<file path="src/design/phase_to_sine_cosine_macros.svh">
// assertion macros for the phase to sine/cosine block
// no dependencies; included by files that carry concurrent checks
`ifndef PHASE_TO_SINE_COSINE_MACROS_SVH
`define PHASE_TO_SINE_COSINE_MACROS_SVH

`ifndef ASSERT_OFF

// antecedent implies consequent in the same cycle
`define P2SC_ASSERT_IMP(label, clk, rst_n, ante, cons) \
    label: assert property (@(posedge clk) disable iff (!(rst_n)) (ante) |-> (cons)) \
        else $error("assertion failed");

// antecedent implies consequent in the next cycle
`define P2SC_ASSERT_NEXT(label, clk, rst_n, ante, cons) \
    label: assert property (@(posedge clk) disable iff (!(rst_n)) (ante) |=> (cons)) \
        else $error("assertion failed");

`else

`define P2SC_ASSERT_IMP(label, clk, rst_n, ante, cons)
`define P2SC_ASSERT_NEXT(label, clk, rst_n, ante, cons)

`endif

`endif

</file>
<file path="src/design/p2sc_pkg.sv">
// shared types, fixed-point constants and rounding helper for the sine/cosine pipeline
// no dependencies
package p2sc_pkg;

    localparam int PHASE_BITS_DEF = 24;
    localparam int OUT_BITS_DEF   = 16;

    // polynomial values are unsigned q30 held in 31 bits so that 1.0 fits
    localparam int FRAC   = 30;
    localparam int VAL_W  = 31;
    localparam int PROD_W = 2 * VAL_W;

    // pi in q32, split in two halves for the angle scaling multiply
    localparam int             PI_W     = 34;
    localparam int             PI_SPLIT = 17;
    localparam logic [PI_W-1:0] PI_Q32  = 34'h3243F6A89;
    localparam logic [PI_W-PI_SPLIT-1:0] PI_HI = PI_Q32[PI_W-1:PI_SPLIT];
    localparam logic [PI_SPLIT-1:0]      PI_LO = PI_Q32[PI_SPLIT-1:0];

    localparam logic [VAL_W-1:0] ONE_Q30 = 31'h40000000;
    localparam logic [VAL_W-1:0] S3  = 31'd178956971;
    localparam logic [VAL_W-1:0] S5  = 31'd8947849;
    localparam logic [VAL_W-1:0] S7  = 31'd213044;
    localparam logic [VAL_W-1:0] S9  = 31'd2959;
    localparam logic [VAL_W-1:0] C2  = 31'd536870912;
    localparam logic [VAL_W-1:0] C4  = 31'd44739243;
    localparam logic [VAL_W-1:0] C6  = 31'd1491308;
    localparam logic [VAL_W-1:0] C8  = 31'd26631;
    localparam logic [VAL_W-1:0] C10 = 31'd296;

    // horner steps; the last sine step multiplies by the angle and subtracts nothing
    localparam int NSTEPS = 5;
    localparam logic [VAL_W-1:0] SIN_INIT = S9;
    localparam logic [VAL_W-1:0] COS_INIT = C10;
    localparam logic [VAL_W-1:0] SIN_COEF [NSTEPS] = '{S7, S5, S3, ONE_Q30, 31'd0};
    localparam logic [VAL_W-1:0] COS_COEF [NSTEPS] = '{C8, C6, C4, C2, ONE_Q30};

    localparam logic [PROD_W:0] ROUND_HALF = (PROD_W+1)'(1) << (FRAC - 1);

    typedef enum logic [1:0] {
        QUAD_I,
        QUAD_II,
        QUAD_III,
        QUAD_IV
    } t_quad;

    typedef struct packed {
        logic  valid;
        logic  swap;
        t_quad quad;
    } t_ctrl;

    typedef struct packed {
        logic [VAL_W-1:0] a;
        logic [VAL_W-1:0] t;
    } t_ops;

    // q30 product back to q30, rounding half up
    function automatic logic [VAL_W-1:0] qround(input logic [PROD_W-1:0] p);
        logic [PROD_W:0] s;
        s = {1'b0, p} + ROUND_HALF;
        return s[FRAC+VAL_W-1:FRAC];
    endfunction

endpackage

</file>
<file path="src/design/p2sc_hstep.sv">
// one horner step for both polynomials: multiply stage, then round and subtract stage
// depends on p2sc_pkg
module p2sc_hstep
    import p2sc_pkg::*;
#(
    parameter int STEP = 0
)
(
    input  logic             i_clk,
    input  logic             i_rst_n,
    input  logic             i_en,
    input  t_ctrl            i_ctrl,
    input  t_ops             i_ops,
    input  logic [VAL_W-1:0] i_sin,
    input  logic [VAL_W-1:0] i_cos,
    output t_ctrl            o_ctrl,
    output t_ops             o_ops,
    output logic [VAL_W-1:0] o_sin,
    output logic [VAL_W-1:0] o_cos
);
    localparam bit SIN_LAST = (STEP == NSTEPS - 1);
    localparam logic [VAL_W-1:0] K_SIN = SIN_COEF[STEP];
    localparam logic [VAL_W-1:0] K_COS = COS_COEF[STEP];

    t_ctrl             r_m_ctrl, r_ctrl;
    t_ops              r_m_ops, r_ops;
    logic [PROD_W-1:0] r_m_ps, r_m_pc;
    logic [VAL_W-1:0]  w_mul_s, n_sin, n_cos, r_sin, r_cos;

    // the final sine step multiplies by the angle instead of its square
    assign w_mul_s = SIN_LAST ? i_ops.a : i_ops.t;

    always_comb begin
        n_sin = SIN_LAST ? qround(r_m_ps) : K_SIN - qround(r_m_ps);
        n_cos = K_COS - qround(r_m_pc);
    end

    always_ff @(posedge i_clk) begin
        if (!i_rst_n) begin
            r_m_ctrl.valid <= 1'b0;
            r_ctrl.valid   <= 1'b0;
        end else if (i_en) begin
            r_m_ctrl <= i_ctrl;
            r_ctrl   <= r_m_ctrl;
        end
    end

    always_ff @(posedge i_clk) begin
        if (i_en) begin
            r_m_ops <= i_ops;
            r_m_ps  <= PROD_W'(w_mul_s) * PROD_W'(i_sin);
            r_m_pc  <= PROD_W'(i_ops.t) * PROD_W'(i_cos);
            r_ops   <= r_m_ops;
            r_sin   <= n_sin;
            r_cos   <= n_cos;
        end
    end

    assign o_ctrl = r_ctrl;
    assign o_ops  = r_ops;
    assign o_sin  = r_sin;
    assign o_cos  = r_cos;

endmodule

</file>
<file path="config.mk">
export PLATFORM = sky130hd
export DESIGN_NAME = p2sc_hstep
export DESIGN_NICKNAME = d
export VERILOG_FILES = /design/src/design/phase_to_sine_cosine_macros.svh /design/src/design/p2sc_pkg.sv /design/src/design/p2sc_hstep.sv
export SDC_FILE = /design/constraint.sdc
export NUM_CORES = 2
export LEC_CHECK = 0
export CAP_MARGIN = 25
export CORE_UTILIZATION = 40
export DETAILED_ROUTE_END_ITERATION = 16
export DONT_BUFFER_PORTS = 1
export PLACE_DENSITY = 0.64
export SYNTH_ARGS = -nofsm -noshare
export SYNTH_HDL_FRONTEND = slang
export SYNTH_SLANG_ARGS = --single-unit
</file>
<file path="constraint.sdc">
create_clock -name i_clk -period 8.92 [get_ports i_clk]
set_input_delay 1.784 -clock i_clk [delete_from_list [all_inputs] [get_ports i_clk]]
set_output_delay 1.784 -clock i_clk [all_outputs]
set_load 0.005 [all_outputs]
</file>
==> run metrics <==
top post-synthesis cells by area=fa_1 (47%), edfxtp_1 (11%), and2_1 (8.9%), ha_1 (8.8%), inv_1 (8.5%); fillcell total=16833; outcome=completed; gr usage total=0.2214; layout cells sized above 1=0.02487; Antenna Violating Nets Remaining=0; Die Wd=422.5 um; Fmax=0.1135 GHz; Seq/Total Area, Yosys=0.1093; post-layout util=0.4216; CP max stage delay=0.55 ns; Hold Crit Class=flip-flop to flip-flop; Synth Area in Compound Gates=0.03191; CP most frequent cell=fa_1; Synth warnings=0; synthesized cell area=70730 um^2; DR pass1 iterations=5; CTS max path bufs=3; Initial Util=0.4047; commonest non-fill, non-tap cell in the layout=fa_1; most frequent cells in the layout=fa_1 (1670), inv_1 (1601), nand2_1 (1034), and2_1 (1002), ha_1 (496); GR Layer Usage met2=0.3937; Max Cap Violations=0; post-synth top area share=0.4727; via count=48876; Hold Vio Cnt, Final=0; DIE HEIGHT=422.5 um; CTS buffer count=29; Critical Path AT=9.19 ns; row count=153; EDFF count, synth=256; CP endpoint kind=flip-flop; mux share of post-synthesis cell area=0.001132; CORE AREA=174800 um^2; CP Buf/Inv Count=3; IO buf count=0; DRT iter0 DRCs=3199; Crit Path Category=input port to flip-flop; main combinational cell family by area after synthesis=adder cells; clock sinks=258; period utilisation layout=0.9880; XOR/XNOR share of the synthesized area=0.02105; async set-reset flop share out of synthesis=0; drt wl/cell=20.27 um; vias in the first global route=55160; worst path required time=9.30 ns; Nets=9316; top_reg_cell synth=edfxtp_1; Adder-Cell Fraction of Synth Area=0.5604; post-synthesis register bit count=258; IO Count=259; GR peak layer=met2; detailed placer's ending HPWL=136200 um; DRC Markers=0; synth unique cells=80; CTS tree=done; PnR worst setup slack=0.1066 ns; area leader, netlist=fa_1; crit-path max FO=64; die area=178500 um^2; Crit-path slowest cell=fa_1; post-synth net total=9614; wirelength, routed=190000 um; clk slew on worst S/H paths=0.06 ns; Fin Hold WS=0.4169 ns; met1 GRT Util=0.2701; GP Congestion=0.9058; final slew viol count=0; CP cell instances=and2_1 > fa_1 > fa_1 > inv_1 > fa_1 > fa_1 > inv_1 > fa_1 > fa_1 > fa_1 > fa_1 > ha_1 > a21oi_1 > o21ai_0 > a221o_1 > a21oi_1 > a211oi_2 > buf_4 > o22ai_2 > a211oi_2 > a311oi_1 > o21ai_0 > xor2_1; initial antenna violation count=7; final setup fails=0; final worst path period need=8.813 ns; area added between synthesis and finish=4.186%; met3 Usage GRT=0.03197; Synth Instances=7317; Max-slew headroom=0.4716; CP startpoint kind=input port; largest net degree at the start of global routing=254; clk_lat worst skew=0.64 ns; clk root buf=clkbuf_16; Vias/cell=5.216; Clock Skew=0.009569 ns; Worst-Margin Slew=0.7926 ns; Post-Place Setup Slack=-0.4796 ns; Avg Cell Area, Syn=9.666 um^2; Simple-Gate Fraction of Synth Area=0.1682; CP delay by family, top=adder cells; global route total overflow=0; CTS H-tree lvls=1; first-pass GRT wire length=308700 um
## logic make-up (layout without fill, tap and decap cells)
logic type | count (synthesis) | after routing
compound gates | 349 | 349
xor+xnor | 170 | 170
fa+ha+maj | 2166 | 2166
buf+inv | 2031 | 1751
flops | 258 | 258
mux | 8 | 8
other cells | 0 | 8
simple gates | 2335 | 2335
## routing by layer
layer	wire length, um	part of all wire
met1	71830	0.38
met2	98480	0.52
met3	12390	0.065
met4	7282	0.038
met5	0	0
## worst paths after layout
kind | start | end | slack (ns) | cells after the start
setup reg to reg | r_m_pc[30] | o_cos[28] | 5.23 | 11
setup / recovery | i_ops[17] | r_m_pc[58] | 0.11 | 23
hold / removal | r_m_ops[44] | o_ops[44] | 0.42 | 0
hold reg to reg | r_m_ops[44] | o_ops[44] | 0.42 | 0
## cell usage after synthesis, types with 4 or more instances
library cell / instances
a211oi_1: 14
a311oi_1: 4
nand3_1: 40
nand2b_1: 12
o31ai_1: 4
and2_1: 1002
buf_2: 13
or3_1: 10
ha_1: 496
nand2_1: 1034
a21oi_1: 105
nor2b_1: 15
fa_1: 1670
xor2_1: 59
nor4_1: 11
o21bai_1: 16
mux2i_1: 8
inv_1: 1601
clkbuf_1: 412
and4_1: 13
a21o_1: 48
edfxtp_1: 256
xnor2_1: 111
o2111ai_1: 4
nand4_1: 41
a31oi_1: 21
o21ai_0: 61
nor3_1: 27
o211ai_1: 8
o22ai_1: 10
and3_1: 28
o21a_1: 7
nor2_1: 72
## per-stage QoR
step | cells | area (um^2) | setup TNS, ns
5_1_grt | 9362 | 73670 | -0.03384
4_1_cts | 9362 | 73630 | 0
2_1_floorplan | 7317 | 70750 | -0.08996
6_report | 9370 | 73690 | 0
3_3_place_gp | 9313 | 72770 | -7.886
3_5_place_dp | 9313 | 72770 | -9.614
## state kept, by name, summed over array words and instances (netlist names)
name and cells:
o_ops 62, r_m_ops 62, r_m_pc 32, r_m_ps 32, o_cos 31, o_sin 31, o_ctrl 4, r_m_ctrl 4
## worst register-to-register path: cells and delay by family (launching register included)
family	cells	cell delay, ns
flip-flops	1	0.44
AND/OR/NAND/NOR	6	1.90
XOR/XNOR	2	0.54
adder cells (fa/ha/maj)	1	0.24
AO/OA/AOI/OAI	2	0.31
## layout make-up
class                      count  area [um^2]  share of cell area
antenna                        8        20.02           0.0002717
clock buffer                  35        748.2             0.01015
multi-input combinational   5028        55410              0.7520
inverter                    1602         6013             0.08160
tap                         2325         2909             0.03948
clock inverter                14        107.6            0.001460
sequential                   258         7727              0.1049
timing repair buffer         100        750.7             0.01019
## timing repair
action	CTS	global route
gates resized for setup	0	10
setup buffers	0	0
endpoints found under the setup margin	0	21
hold buffers	0	0
Power is left out: the tool's default activity adds up to more than one toggle a clock period on the data nets, which glitch-free logic cannot reach.
