[config.mk]
export PLATFORM = sky130hd
export DESIGN_NAME = p2sc_angle
export DESIGN_NICKNAME = d
export VERILOG_FILES = /design/src/design/phase_to_sine_cosine_macros.svh /design/src/design/p2sc_pkg.sv /design/src/design/p2sc_angle.sv
export SDC_FILE = /design/constraint.sdc
export NUM_CORES = 2
export LEC_CHECK = 0
export ABC_CLOCK_PERIOD_IN_PS = 24400
export BUFFER_PORTS_ARGS = -buffer_cell sky130_fd_sc_hd__buf_2
export CAP_MARGIN = 20
export CORE_ASPECT_RATIO = 0.6
export CORE_UTILIZATION = 61
export DETAILED_ROUTE_END_ITERATION = 16
export GPL_ROUTABILITY_DRIVEN = 1
export PLACE_DENSITY = 0.8
export SYNTH_ARGS = -nofsm -noshare
export SYNTH_HDL_FRONTEND = slang
export SYNTH_SLANG_ARGS = --single-unit
[constraint.sdc]
create_clock -name i_clk -period 24.4 [get_ports i_clk]
set_input_delay 4.88 -clock i_clk [delete_from_list [all_inputs] [get_ports i_clk]]
set_output_delay 4.88 -clock i_clk [all_outputs]
set_load 0.05 [all_outputs]
[src/design/phase_to_sine_cosine_macros.svh]
// assertion macros for the phase to sine/cosine block
// no dependencies; included by files that carry concurrent checks
`ifndef PHASE_TO_SINE_COSINE_MACROS_SVH
`define PHASE_TO_SINE_COSINE_MACROS_SVH

`ifndef ASSERT_OFF

// antecedent implies consequent in the same cycle
`define P2SC_ASSERT_IMP(label, clk, rst_n, ante, cons) \
    label: assert property (@(posedge clk) disable iff (!(rst_n)) (ante) |-> (cons)) \
        else $error("assertion failed");

// antecedent implies consequent in the next cycle
`define P2SC_ASSERT_NEXT(label, clk, rst_n, ante, cons) \
    label: assert property (@(posedge clk) disable iff (!(rst_n)) (ante) |=> (cons)) \
        else $error("assertion failed");

`else

`define P2SC_ASSERT_IMP(label, clk, rst_n, ante, cons)
`define P2SC_ASSERT_NEXT(label, clk, rst_n, ante, cons)

`endif

`endif

[src/design/p2sc_pkg.sv]
// shared types, fixed-point constants and rounding helper for the sine/cosine pipeline
// no dependencies
package p2sc_pkg;

    localparam int PHASE_BITS_DEF = 24;
    localparam int OUT_BITS_DEF   = 16;

    // polynomial values are unsigned q30 held in 31 bits so that 1.0 fits
    localparam int FRAC   = 30;
    localparam int VAL_W  = 31;
    localparam int PROD_W = 2 * VAL_W;

    // pi in q32, split in two halves for the angle scaling multiply
    localparam int             PI_W     = 34;
    localparam int             PI_SPLIT = 17;
    localparam logic [PI_W-1:0] PI_Q32  = 34'h3243F6A89;
    localparam logic [PI_W-PI_SPLIT-1:0] PI_HI = PI_Q32[PI_W-1:PI_SPLIT];
    localparam logic [PI_SPLIT-1:0]      PI_LO = PI_Q32[PI_SPLIT-1:0];

    localparam logic [VAL_W-1:0] ONE_Q30 = 31'h40000000;
    localparam logic [VAL_W-1:0] S3  = 31'd178956971;
    localparam logic [VAL_W-1:0] S5  = 31'd8947849;
    localparam logic [VAL_W-1:0] S7  = 31'd213044;
    localparam logic [VAL_W-1:0] S9  = 31'd2959;
    localparam logic [VAL_W-1:0] C2  = 31'd536870912;
    localparam logic [VAL_W-1:0] C4  = 31'd44739243;
    localparam logic [VAL_W-1:0] C6  = 31'd1491308;
    localparam logic [VAL_W-1:0] C8  = 31'd26631;
    localparam logic [VAL_W-1:0] C10 = 31'd296;

    // horner steps; the last sine step multiplies by the angle and subtracts nothing
    localparam int NSTEPS = 5;
    localparam logic [VAL_W-1:0] SIN_INIT = S9;
    localparam logic [VAL_W-1:0] COS_INIT = C10;
    localparam logic [VAL_W-1:0] SIN_COEF [NSTEPS] = '{S7, S5, S3, ONE_Q30, 31'd0};
    localparam logic [VAL_W-1:0] COS_COEF [NSTEPS] = '{C8, C6, C4, C2, ONE_Q30};

    localparam logic [PROD_W:0] ROUND_HALF = (PROD_W+1)'(1) << (FRAC - 1);

    typedef enum logic [1:0] {
        QUAD_I,
        QUAD_II,
        QUAD_III,
        QUAD_IV
    } t_quad;

    typedef struct packed {
        logic  valid;
        logic  swap;
        t_quad quad;
    } t_ctrl;

    typedef struct packed {
        logic [VAL_W-1:0] a;
        logic [VAL_W-1:0] t;
    } t_ops;

    // q30 product back to q30, rounding half up
    function automatic logic [VAL_W-1:0] qround(input logic [PROD_W-1:0] p);
        logic [PROD_W:0] s;
        s = {1'b0, p} + ROUND_HALF;
        return s[FRAC+VAL_W-1:FRAC];
    endfunction

endpackage

[src/design/p2sc_angle.sv]
// front stages: octant fold, scaling to a q30 angle, squaring of the angle
// depends on p2sc_pkg
module p2sc_angle
    import p2sc_pkg::*;
#(
    parameter int PHASE_BITS = PHASE_BITS_DEF
)
(
    input  logic                  i_clk,
    input  logic                  i_rst_n,
    input  logic                  i_en,
    input  logic                  i_valid,
    input  logic [PHASE_BITS-1:0] i_phase,
    output t_ctrl                 o_ctrl,
    output t_ops                  o_ops
);
    localparam int ZW  = PHASE_BITS - 2;
    localparam int PHW = ZW + PI_W - PI_SPLIT;
    localparam int PLW = ZW + PI_SPLIT;
    localparam int SW  = ZW + PI_W + 1;
    localparam logic [ZW-1:0] HALF = ZW'(1) << (ZW - 1);
    localparam logic [SW-1:0] RND  = SW'(1) << PHASE_BITS;

    t_ctrl            n_a_ctrl, r_a_ctrl, r_b_ctrl, r_c_ctrl, r_d_ctrl, r_e_ctrl;
    logic [ZW-1:0]    w_r, n_z, r_z;
    logic [PHW-1:0]   r_b_hi;
    logic [PLW-1:0]   r_b_lo;
    logic [SW-1:0]    n_sum;
    logic [VAL_W-1:0] r_c_a, r_d_a, r_e_a, r_e_t;
    logic [PROD_W-1:0] r_d_sq;

    assign w_r = i_phase[ZW-1:0];

    always_comb begin
        n_a_ctrl.valid = i_valid;
        n_a_ctrl.quad  = t_quad'(i_phase[PHASE_BITS-1 -: 2]);
        n_a_ctrl.swap  = (w_r > HALF);
        // quarter minus r equals minus r modulo the quarter, r being nonzero here
        n_z = n_a_ctrl.swap ? ZW'(0) - w_r : w_r;
    end

    assign n_sum = (SW'(r_b_hi) << PI_SPLIT) + SW'(r_b_lo) + RND;

    always_ff @(posedge i_clk) begin
        if (!i_rst_n) begin
            r_a_ctrl.valid <= 1'b0;
            r_b_ctrl.valid <= 1'b0;
            r_c_ctrl.valid <= 1'b0;
            r_d_ctrl.valid <= 1'b0;
            r_e_ctrl.valid <= 1'b0;
        end else if (i_en) begin
            r_a_ctrl <= n_a_ctrl;
            r_b_ctrl <= r_a_ctrl;
            r_c_ctrl <= r_b_ctrl;
            r_d_ctrl <= r_c_ctrl;
            r_e_ctrl <= r_d_ctrl;
        end
    end

    always_ff @(posedge i_clk) begin
        if (i_en) begin
            r_z    <= n_z;
            r_b_hi <= PHW'(r_z) * PHW'(PI_HI);
            r_b_lo <= PLW'(r_z) * PLW'(PI_LO);
            r_c_a  <= n_sum[PHASE_BITS+VAL_W:PHASE_BITS+1];
            r_d_a  <= r_c_a;
            r_d_sq <= PROD_W'(r_c_a) * PROD_W'(r_c_a);
            r_e_a  <= r_d_a;
            r_e_t  <= qround(r_d_sq);
        end
    end

    assign o_ctrl = r_e_ctrl;
    assign o_ops  = '{a: r_e_a, t: r_e_t};

endmodule

==> impl_metrics.csv <==
group,metric,value,unit
synthesis,syn_area_per_cell,10.5,um2
clock_tree,htreeDepth,1,
synthesis,yosys_warnings,0,
floorplan,die_w,364,um
synthesis,syn_inst,4590,
timing,finalSetupTns,0,ns
worst_setup_path,required,24.74,ns
drt,post_drt_wl_per_cell,20.0,um
timing,whs,0.418,ns
final_layout,final_cell_mix,"1334 x inv_1, 970 x fa_1, 606 x ha_1",
timing,min_period,9.32,ns
synthesis,synth_seq_cells,259,
clock_tree,cts_tree,"built",
final_layout,drive_above_1_share,0.0453,
synthesis,yosysSeqAreaShare,0.161,
floorplan,placementRows,79,
drt,vias_per_cell,5.44,
synthesis,synth_nets,6194,
timing,slew_headroom,0.287,
clock_tree,path_clk_slew,0.06,ns
worst_setup_path,critPathSlowestCell,"a311oi_2",
drt,routed_wl,115000,um
synthesis,synth-edff-count,254,
timing,rsz0062_at_grt,"false",
drt,num_vias,31200,
worst_setup_path,critPathKind,"reg -> reg",
final_layout,num-nets-final,6262,
global_routing,antenna_found_initial,0,
final_layout,final_common_cell,"inv_1",
timing,skew,0.0363,ns
synthesis,yosysUniqueCellTypes,78,
worst_setup_path,worstSetupEndpointType,"flop",
final_layout,area_delta_synth_final,5.52,%
global_routing,grt_pass1_vias,33900,
floorplan,core_area,77700,um2
timing,slew_viol_final,0,
worst_setup_path,crit_path_cell_trace,"buf_4 > clkinv_1 > nor2_1 > fa_1 > fa_1 > inv_1 > fa_1 > fa_1 > fa_1 > inv_1 > fa_1 > fa_1 > fa_1 > ha_1 > a211oi_1 > o21bai_1 > o2111ai_1 > a311oi_2 > nor2_1 > o21ai_0 > a41o_1 > o21ai_0 > o21bai_1 > xor2_1",
global_routing,grt_first_pass_wirelength,188000,um
clock_tree,cts_resized,0,
job,drv_cap,0,
synthesis,async_flop_share,0,
placed_design,io_buffers,93,
floorplan,die-area,79800,um2
worst_setup_path,cp.arrival,9.66,ns
clock_tree,cts_hold_buf,0,
timing,setup_viol,0,
worst_setup_path,max_stage_delay,0.82,ns
global_routing,grt_max_degree,78,
drt,ant_nets,0,
clock_tree,clockRootBuffer,"clkbuf_16",
clock_tree,clockBufferDepth,3,
timing,setup_ws,15.08,ns
min_path,hold_path.class,"reg -> reg",
floorplan,ios,94,
floorplan,initial_core_util,0.617,
final_layout,fin_util,0.652,
timing,hold_violations,0,
drt,dr.pass1.iters,5,
worst_setup_path,cp-start-kind,"flop",
placed_design,gp_congestion,1.00,
placed_design,hpwl,93200,um
timing,max_freq,0.107,GHz
final_layout,antenna_cells,0,
clock_tree,cts_sinks,259,
clock_tree,cts_buffers,28,
timing,period_share,0.382,
outcome,status,"complete, no violations",
placed_design,pre_cts_ws,15.40,ns
floorplan,die_h,219,um
global_routing,grtUsageTotal,0.311,
drt,drt_iter0_drc,2434,
synthesis,synth_flop_cell,"edfxtp_1",
clock_tree,insertion_delay,0.60,ns
worst_setup_path,r2r_slack,15.08,ns
worst_setup_path,cp_max_fo,26,
clock_tree,post_cts_buffers,0,
synthesis,synth_area,48000,um2
timing,tightestPinTransition,1.07,ns
global_routing,overflow,0,
worst_setup_path,crit_top_cell,"fa_1",
drt,route.detailed.drc,0,
==> cells by family after synthesis <==
logic type      share of synthesized area
flops                               0.161
mux                               0.00170
fa+ha+maj                           0.563
xor+xnor                           0.0336
buf+inv                             0.112
compound gates                     0.0489
simple gates                       0.0795
==> critical path: cells and delay by family, from the launching register on <==
| family | cells | cell delay (ns) |
|---|---|---|
| fa+ha+maj | 9 | 4.37 |
| compound gates | 8 | 2.50 |
| buf+inv | 4 | 1.17 |
| simple gates | 2 | 0.62 |
| flops | 1 | 0.32 |
| xor+xnor | 1 | 0.08 |
==> stage by stage <==
stage               area, um2  std cells
floorplan               48000       4590
global placement        49700       5681
detailed placement      49700       5681
CTS                     50600       5733
global route            50600       5733
finish                  50600       5733
==> flip-flops by register name, summed over array words and instances, names as in the netlist, 22 cells and up <==
name,flops
r_b_hi,39
r_d_sq,32
r_c_a,31
r_d_a,31
r_e_a,31
r_e_t,31
r_b_lo,22
r_z,22
==> layer usage <==
layer / track usage / vias up / wire length (um)
met2: 0.429 / 1405 / 46000
met4: 0.0370 / 0 / 1280
met5: 0 / - / 0
met3: 0.130 / 100 / 16300
li1: - / 14100 / -
met1: 0.469 / 15600 / 51300
==> worst paths after layout <==
check / startpoint / to / cells after the start
min: r_d_a[18] / r_e_a[18] / 0
min reg2reg: r_d_a[18] / r_e_a[18] / 0
max reg2reg: r_c_a[15] / r_d_sq[43] / 24
max: r_c_a[15] / r_d_sq[43] / 24
==> cells in the mapped netlist, drive strengths merged (19+ instances only) <==
master,number,share of area
nor2b,22,0.0029
o21ai,46,0.0051
nand2,326,0.026
a21oi,99,0.010
nand3,44,0.0048
ha,606,0.16
a21o,66,0.010
edfxtp,254,0.16
fa,970,0.40
nor3,21,0.0022
o21a,19,0.0030
and3,20,0.0026
xnor2,121,0.022
and2,193,0.025
clkbuf,94,0.0074
inv,1334,0.10
nor2,110,0.0087
xor2,63,0.012
==> layout make-up <==
class | count | area (um2)
Sequential cell | 259 | 7730
Tap cell | 1053 | 1320
Multi-Input combinational cell | 2896 | 34900
Inverter | 1337 | 5020
Fill cell | 6060 | 27100
Clock buffer | 31 | 712
Timing Repair Buffer | 136 | 798
Clock inverter | 21 | 190
Power is left out: the tool's default activity adds up to more than one toggle a clock period on the data nets, which glitch-free logic cannot reach.
