<file path="src/design/phase_to_sine_cosine_macros.svh">
// assertion macros for the phase to sine/cosine block
// no dependencies; included by files that carry concurrent checks
`ifndef PHASE_TO_SINE_COSINE_MACROS_SVH
`define PHASE_TO_SINE_COSINE_MACROS_SVH

`ifndef ASSERT_OFF

// antecedent implies consequent in the same cycle
`define P2SC_ASSERT_IMP(label, clk, rst_n, ante, cons) \
    label: assert property (@(posedge clk) disable iff (!(rst_n)) (ante) |-> (cons)) \
        else $error("assertion failed");

// antecedent implies consequent in the next cycle
`define P2SC_ASSERT_NEXT(label, clk, rst_n, ante, cons) \
    label: assert property (@(posedge clk) disable iff (!(rst_n)) (ante) |=> (cons)) \
        else $error("assertion failed");

`else

`define P2SC_ASSERT_IMP(label, clk, rst_n, ante, cons)
`define P2SC_ASSERT_NEXT(label, clk, rst_n, ante, cons)

`endif

`endif

</file>
<file path="src/design/p2sc_pkg.sv">
// shared types, fixed-point constants and rounding helper for the sine/cosine pipeline
// no dependencies
package p2sc_pkg;

    localparam int PHASE_BITS_DEF = 24;
    localparam int OUT_BITS_DEF   = 16;

    // polynomial values are unsigned q30 held in 31 bits so that 1.0 fits
    localparam int FRAC   = 30;
    localparam int VAL_W  = 31;
    localparam int PROD_W = 2 * VAL_W;

    // pi in q32, split in two halves for the angle scaling multiply
    localparam int             PI_W     = 34;
    localparam int             PI_SPLIT = 17;
    localparam logic [PI_W-1:0] PI_Q32  = 34'h3243F6A89;
    localparam logic [PI_W-PI_SPLIT-1:0] PI_HI = PI_Q32[PI_W-1:PI_SPLIT];
    localparam logic [PI_SPLIT-1:0]      PI_LO = PI_Q32[PI_SPLIT-1:0];

    localparam logic [VAL_W-1:0] ONE_Q30 = 31'h40000000;
    localparam logic [VAL_W-1:0] S3  = 31'd178956971;
    localparam logic [VAL_W-1:0] S5  = 31'd8947849;
    localparam logic [VAL_W-1:0] S7  = 31'd213044;
    localparam logic [VAL_W-1:0] S9  = 31'd2959;
    localparam logic [VAL_W-1:0] C2  = 31'd536870912;
    localparam logic [VAL_W-1:0] C4  = 31'd44739243;
    localparam logic [VAL_W-1:0] C6  = 31'd1491308;
    localparam logic [VAL_W-1:0] C8  = 31'd26631;
    localparam logic [VAL_W-1:0] C10 = 31'd296;

    // horner steps; the last sine step multiplies by the angle and subtracts nothing
    localparam int NSTEPS = 5;
    localparam logic [VAL_W-1:0] SIN_INIT = S9;
    localparam logic [VAL_W-1:0] COS_INIT = C10;
    localparam logic [VAL_W-1:0] SIN_COEF [NSTEPS] = '{S7, S5, S3, ONE_Q30, 31'd0};
    localparam logic [VAL_W-1:0] COS_COEF [NSTEPS] = '{C8, C6, C4, C2, ONE_Q30};

    localparam logic [PROD_W:0] ROUND_HALF = (PROD_W+1)'(1) << (FRAC - 1);

    typedef enum logic [1:0] {
        QUAD_I,
        QUAD_II,
        QUAD_III,
        QUAD_IV
    } t_quad;

    typedef struct packed {
        logic  valid;
        logic  swap;
        t_quad quad;
    } t_ctrl;

    typedef struct packed {
        logic [VAL_W-1:0] a;
        logic [VAL_W-1:0] t;
    } t_ops;

    // q30 product back to q30, rounding half up
    function automatic logic [VAL_W-1:0] qround(input logic [PROD_W-1:0] p);
        logic [PROD_W:0] s;
        s = {1'b0, p} + ROUND_HALF;
        return s[FRAC+VAL_W-1:FRAC];
    endfunction

endpackage

</file>
<file path="src/design/p2sc_channels.sv">


interface p2sc_result_if
    import p2sc_pkg::*;
#(
    parameter int OUT_BITS = OUT_BITS_DEF
);
    logic                       valid;
    logic                       ready;
    logic signed [OUT_BITS-1:0] sine;
    logic signed [OUT_BITS-1:0] cosine;

    modport source (output valid, output sine, output cosine, input ready);
    modport sink   (input valid, input sine, input cosine, output ready);
endinterface

</file>
<file path="src/design/p2sc_obuf.sv">
// two-entry output buffer that decouples the pipeline from the result channel
// depends on p2sc_pkg and p2sc_result_if
module p2sc_obuf
    import p2sc_pkg::*;
#(
    parameter int OUT_BITS = OUT_BITS_DEF
)
(
    input  logic                       i_clk,
    input  logic                       i_rst_n,
    input  logic                       i_push,
    input  logic signed [OUT_BITS-1:0] i_sine,
    input  logic signed [OUT_BITS-1:0] i_cosine,
    output logic                       o_full,
    p2sc_result_if.source              o_result
);
    logic [1:0]                 r_cnt, n_cnt;
    logic signed [OUT_BITS-1:0] r_head_s, r_head_c, r_spare_s, r_spare_c;
    logic                       w_pop;

    assign w_pop = o_result.valid && o_result.ready;

    always_comb begin
        n_cnt = r_cnt;
        if (i_push && !w_pop) begin
            n_cnt = r_cnt + 2'd1;
        end else if (!i_push && w_pop) begin
            n_cnt = r_cnt - 2'd1;
        end
    end

    always_ff @(posedge i_clk) begin
        if (!i_rst_n) begin
            r_cnt <= 2'd0;
        end else begin
            r_cnt <= n_cnt;
        end
    end

    always_ff @(posedge i_clk) begin
        if (w_pop) begin
            if (r_cnt == 2'd2) begin
                r_head_s <= r_spare_s;
                r_head_c <= r_spare_c;
            end else if (i_push) begin
                r_head_s <= i_sine;
                r_head_c <= i_cosine;
            end
        end else if (i_push) begin
            if (r_cnt == 2'd0) begin
                r_head_s <= i_sine;
                r_head_c <= i_cosine;
            end else begin
                r_spare_s <= i_sine;
                r_spare_c <= i_cosine;
            end
        end
    end

    assign o_full          = (r_cnt == 2'd2);
    assign o_result.valid  = (r_cnt != 2'd0);
    assign o_result.sine   = r_head_s;
    assign o_result.cosine = r_head_c;

endmodule

</file>
<file path="src/flat_wrapper.sv">
// flat-port wrapper written by rule: the top's interface ports become plain ports
module p2sc_obuf_flat import p2sc_pkg::*;
#(
    parameter int OUT_BITS = OUT_BITS_DEF
)
  (i_clk, i_rst_n, i_push, i_sine, i_cosine, o_full, o_result_valid, o_result_sine, o_result_cosine, o_result_ready);
  p2sc_result_if #(.OUT_BITS(OUT_BITS)) o_result_i ();
  input  logic i_clk;
  input  logic i_rst_n;
  input  logic i_push;
  input  logic signed [OUT_BITS-1:0] i_sine;
  input  logic signed [OUT_BITS-1:0] i_cosine;
  output logic o_full;
  output wire logic [$bits(o_result_i.valid)-1:0] o_result_valid;
  output wire logic [$bits(o_result_i.sine)-1:0] o_result_sine;
  output wire logic [$bits(o_result_i.cosine)-1:0] o_result_cosine;
  input wire logic [$bits(o_result_i.ready)-1:0] o_result_ready;
  assign o_result_valid = o_result_i.valid;
  assign o_result_sine = o_result_i.sine;
  assign o_result_cosine = o_result_i.cosine;
  assign o_result_i.ready = o_result_ready;
  p2sc_obuf #(.OUT_BITS(OUT_BITS)) u_core (.i_clk(i_clk), .i_rst_n(i_rst_n), .i_push(i_push), .i_sine(i_sine), .i_cosine(i_cosine), .o_full(o_full), .o_result(o_result_i));
endmodule
</file>
<file path="config.mk">
export PLATFORM = sky130hd
export DESIGN_NAME = p2sc_obuf_flat
export DESIGN_NICKNAME = d
export VERILOG_FILES = /design/src/design/phase_to_sine_cosine_macros.svh /design/src/design/p2sc_pkg.sv /design/src/design/p2sc_channels.sv /design/src/design/p2sc_obuf.sv /design/src/flat_wrapper.sv
export SDC_FILE = /design/constraint.sdc
export NUM_CORES = 1
export LEC_CHECK = 0
export ABC_AREA = 1
export BUFFER_PORTS_ARGS = -buffer_cell sky130_fd_sc_hd__buf_2
export CORE_ASPECT_RATIO = 0.9
export CORE_UTILIZATION = 58
export CTS_BUF_LIST = sky130_fd_sc_hd__clkbuf_2
export CTS_CLUSTER_DIAMETER = 60
export DETAILED_ROUTE_END_ITERATION = 6
export PLACE_DENSITY_LB_ADDON = 0.25
export SYNTH_ARGS = -nofsm -noshare
export SYNTH_HDL_FRONTEND = slang
export SYNTH_SLANG_ARGS = --single-unit
</file>
<file path="constraint.sdc">
create_clock -name i_clk -period 6 [get_ports i_clk]
set_input_delay 0.6 -clock i_clk [delete_from_list [all_inputs] [get_ports i_clk]]
set_output_delay 0.6 -clock i_clk [all_outputs]
set_load 0.02 [all_outputs]
</file>
==> reports/qor.yml <==
clocking:
  postCtsSetupBuffers: 0
  cts_root_buffer: "clkbuf_2"
  cts_buffers: 9
  cts_resized: 0
  cts_buffer_depth: 2
  cts_tree: "yes"
  clk_pin_slew_worst_paths_ns: 0.18
  hold_buffers: 0
  cts.sinks: 66
  cts_max_level: 3
  clk-insertion-delay-late_ns: 0.49
timing:
  hold_viol: 0
  setup_violations: 0
  timing.final.ws_setup_ns: 3.780
  tns_ns: 0
  worst_pin_slew_ns: 0.6631
  period_share_pct: 37.00
  slew_headroom_pct: 55.60
  rsz0062_at_grt: "no"
  worst_clock_skew_ns: 0.01170
  fin_crit_ns: 2.220
  fmax_mhz: 450.4
  drv_slew: 0
routing:
  antenna_left: 0
  drcViolationCount: 0
  first_pass_iters: 4
  finalWirelength_mm: 4.321
  drt_first_iter_violations: 128
  wire_per_inst_um: 13.05
  vias_per_cell: 5.042
  num_vias: 1669
cells_and_area:
  nNetsFinal: 303
  drive_above_1_share_pct: 33.58
  area_growth_pct: 20.46
  mostFrequentLayoutCells: "69 x nand2_1, 69 x buf_2, 64 x edfxtp_1"
  num_antenna_cells: 0
floorplanning:
  die_h_um: 65.14
  rows: 22
  io_pins: 70
  start_util_pct: 61.80
  placeableCoreArea_mm2: 0.004156
  die_w_um: 72.15
  fp.dieArea_mm2: 0.004699
worst_setup_path:
  path_class: "flip-flop to output port"
  cp-end-kind: "output port"
  timing.rr.start: "u_core.r_cnt[0]$_SDFFE_PN0P_"
  cp_max_fo: 35
  startpoint: "u_core.r_cnt[1]$_SDFFE_PN0P_"
  arrival_ns: 1.62
  start_kind: "flip-flop"
  required_ns: 5.40
power_and_ir_drop:
  vdd_drop_max_mv: 0.2325
  leakage_uw: 0.001350
  power_frac_seq_pct: 52.6
  clkPwrFrac_pct: 29.9
  power_frac_comb_pct: 17.5
  switching_share_pct: 27.78
  power.switching_uw: 312.4
  intPower_uw: 811.8
  power_density_mw_per_mm2: 363.3
grt:
  grt_overflow_total: 0
  gr-usage-all-layers_pct: 21.19
  grt_start_max_net_pins: 37
  antenna_found_initial: 0
  grt_pass1_wl_mm: 6.996
  grt_pass1_vias: 1513
synthesis:
  syn_area_per_cell_um2: 13.24
  ys_ff_latch: 66
  synthCells: 194
  seq_area_frac_synth_pct: 76.38
  netlist_area_mm2: 0.002569
  synth_cell_type_count: 18
  synth-warning-count: 0
  synthesis.nets: 231
placement:
  dpl.hpwl_mm: 2.706
  gp_congestion: 0.7001
  portBuffers: 69
  place_ws_ns: 3.642
run:
  cap_viol_max_count: 0
status:
  status: "finished, final reports clean"
min_path:
  min_from: "i_cosine[4]"
  hold_class: "primary input to flip-flop"
==> Yosys cell counts <==
master    instances  share of area, %
a21oi_1           1              0.19
inv_2             2              0.29
buf_6             3               1.3
ha_1              1              0.49
nand2_1          69                10
buf_4             3              0.88
buf_2             4              0.78
nand2_4           1              0.44
edfxtp_1         64                75
o22a_1            1              0.34
dfxtp_1           2               1.6
nor2_1            2              0.29
nand3_1          33               6.4
inv_1             4              0.58
nor2_8            1              0.78
nor3b_1           1              0.29
o21ai_0           1              0.19
nand4_1           1              0.24
==> metrics by stage <==
| stage | instances | utilization [%] | hold WS [ns] | cell area, um^2 | power [uW] |
|---|---|---|---|---|---|
| 5_1_grt | 331 | 74.44 | 0.2304 | 3094 | 1174 |
| 2_1_floorplan | 194 | - | 0.5213 | 2569 | 739.6 |
| 6_report | 331 | 74.44 | 0.2804 | 3094 | 1124 |
| 3_3_place_gp | 315 | 70.56 | 0.5240 | 2933 | 795.0 |
| 3_5_place_dp | 315 | 70.56 | 0.5339 | 2933 | 799.6 |
| 4_1_cts | 331 | 74.44 | 0.2466 | 3094 | 1130 |
==> per-layer routing <==
metal,vias up,part of all wire (%),GRT usage (%)
met1,756,41,25.90
met3,9,8.1,7.209
met2,80,49,34.00
met4,0,1.6,10.29
met5,-,0,0
li1,824,-,-
==> sequential cells by signal, indices dropped and copies added (netlist names) <==
signal,flops
u_core.r_spare_s,16
u_core.o_result.sine,16
u_core.r_cnt,2
u_core.r_spare_c,16
u_core.o_result.cosine,16
==> worst max-delay path, cell delays in order, from the launching register on <==
cell	delay, ns
dfxtp_1	0.41
inv_2	0.08
nor2_8	0.38
buf_2	0.26
==> power groups by stage <==
stage	registers [uW]	logic [uW]	clock network (uW)
2_1_floorplan	651	88.7	0
3_3_place_gp	600	195	0
3_5_place_dp	602	198	0
4_1_cts	592	198	341
5_1_grt	596	217	361
6_report	591	197	336
==> final cells by class <==
class                           count  area, um^2
Timing Repair Buffer               71       360.3
Inverter                            6       22.52
Fill cell                         276        1062
Multi-Input combinational cell    112       513.0
Sequential cell                    66        1962
Tap cell                           60       75.07
Clock buffer                        9       45.04
Clock inverter                      7       116.4
==> worst paths after layout <==
check,to,slack (ns),cells after the start
hold reg to reg,u_core.o_result.sine[14]$_DFFE_PP_,0.56,2
setup reg to reg,u_core.r_spare_c[0]$_DFFE_PP_,4.03,3
hold / removal,u_core.r_spare_c[4]$_DFFE_PP_,0.28,1
setup / recovery,o_full,3.78,3
==> cells by family (layout without fill, tap and decap cells) <==
logic type | after synthesis | after routing | synth area share, %
adders and majority gates | 1 | 1 | 0.4870
AOI/OAI and AO/OA | 3 | 3 | 0.7303
DFF | 66 | 66 | 76.38
and+or+nand+nor | 108 | 108 | 18.56
buffers and inverters | 16 | 93 | 3.848
No activity file was read; power rests on OpenSTA's default activity.
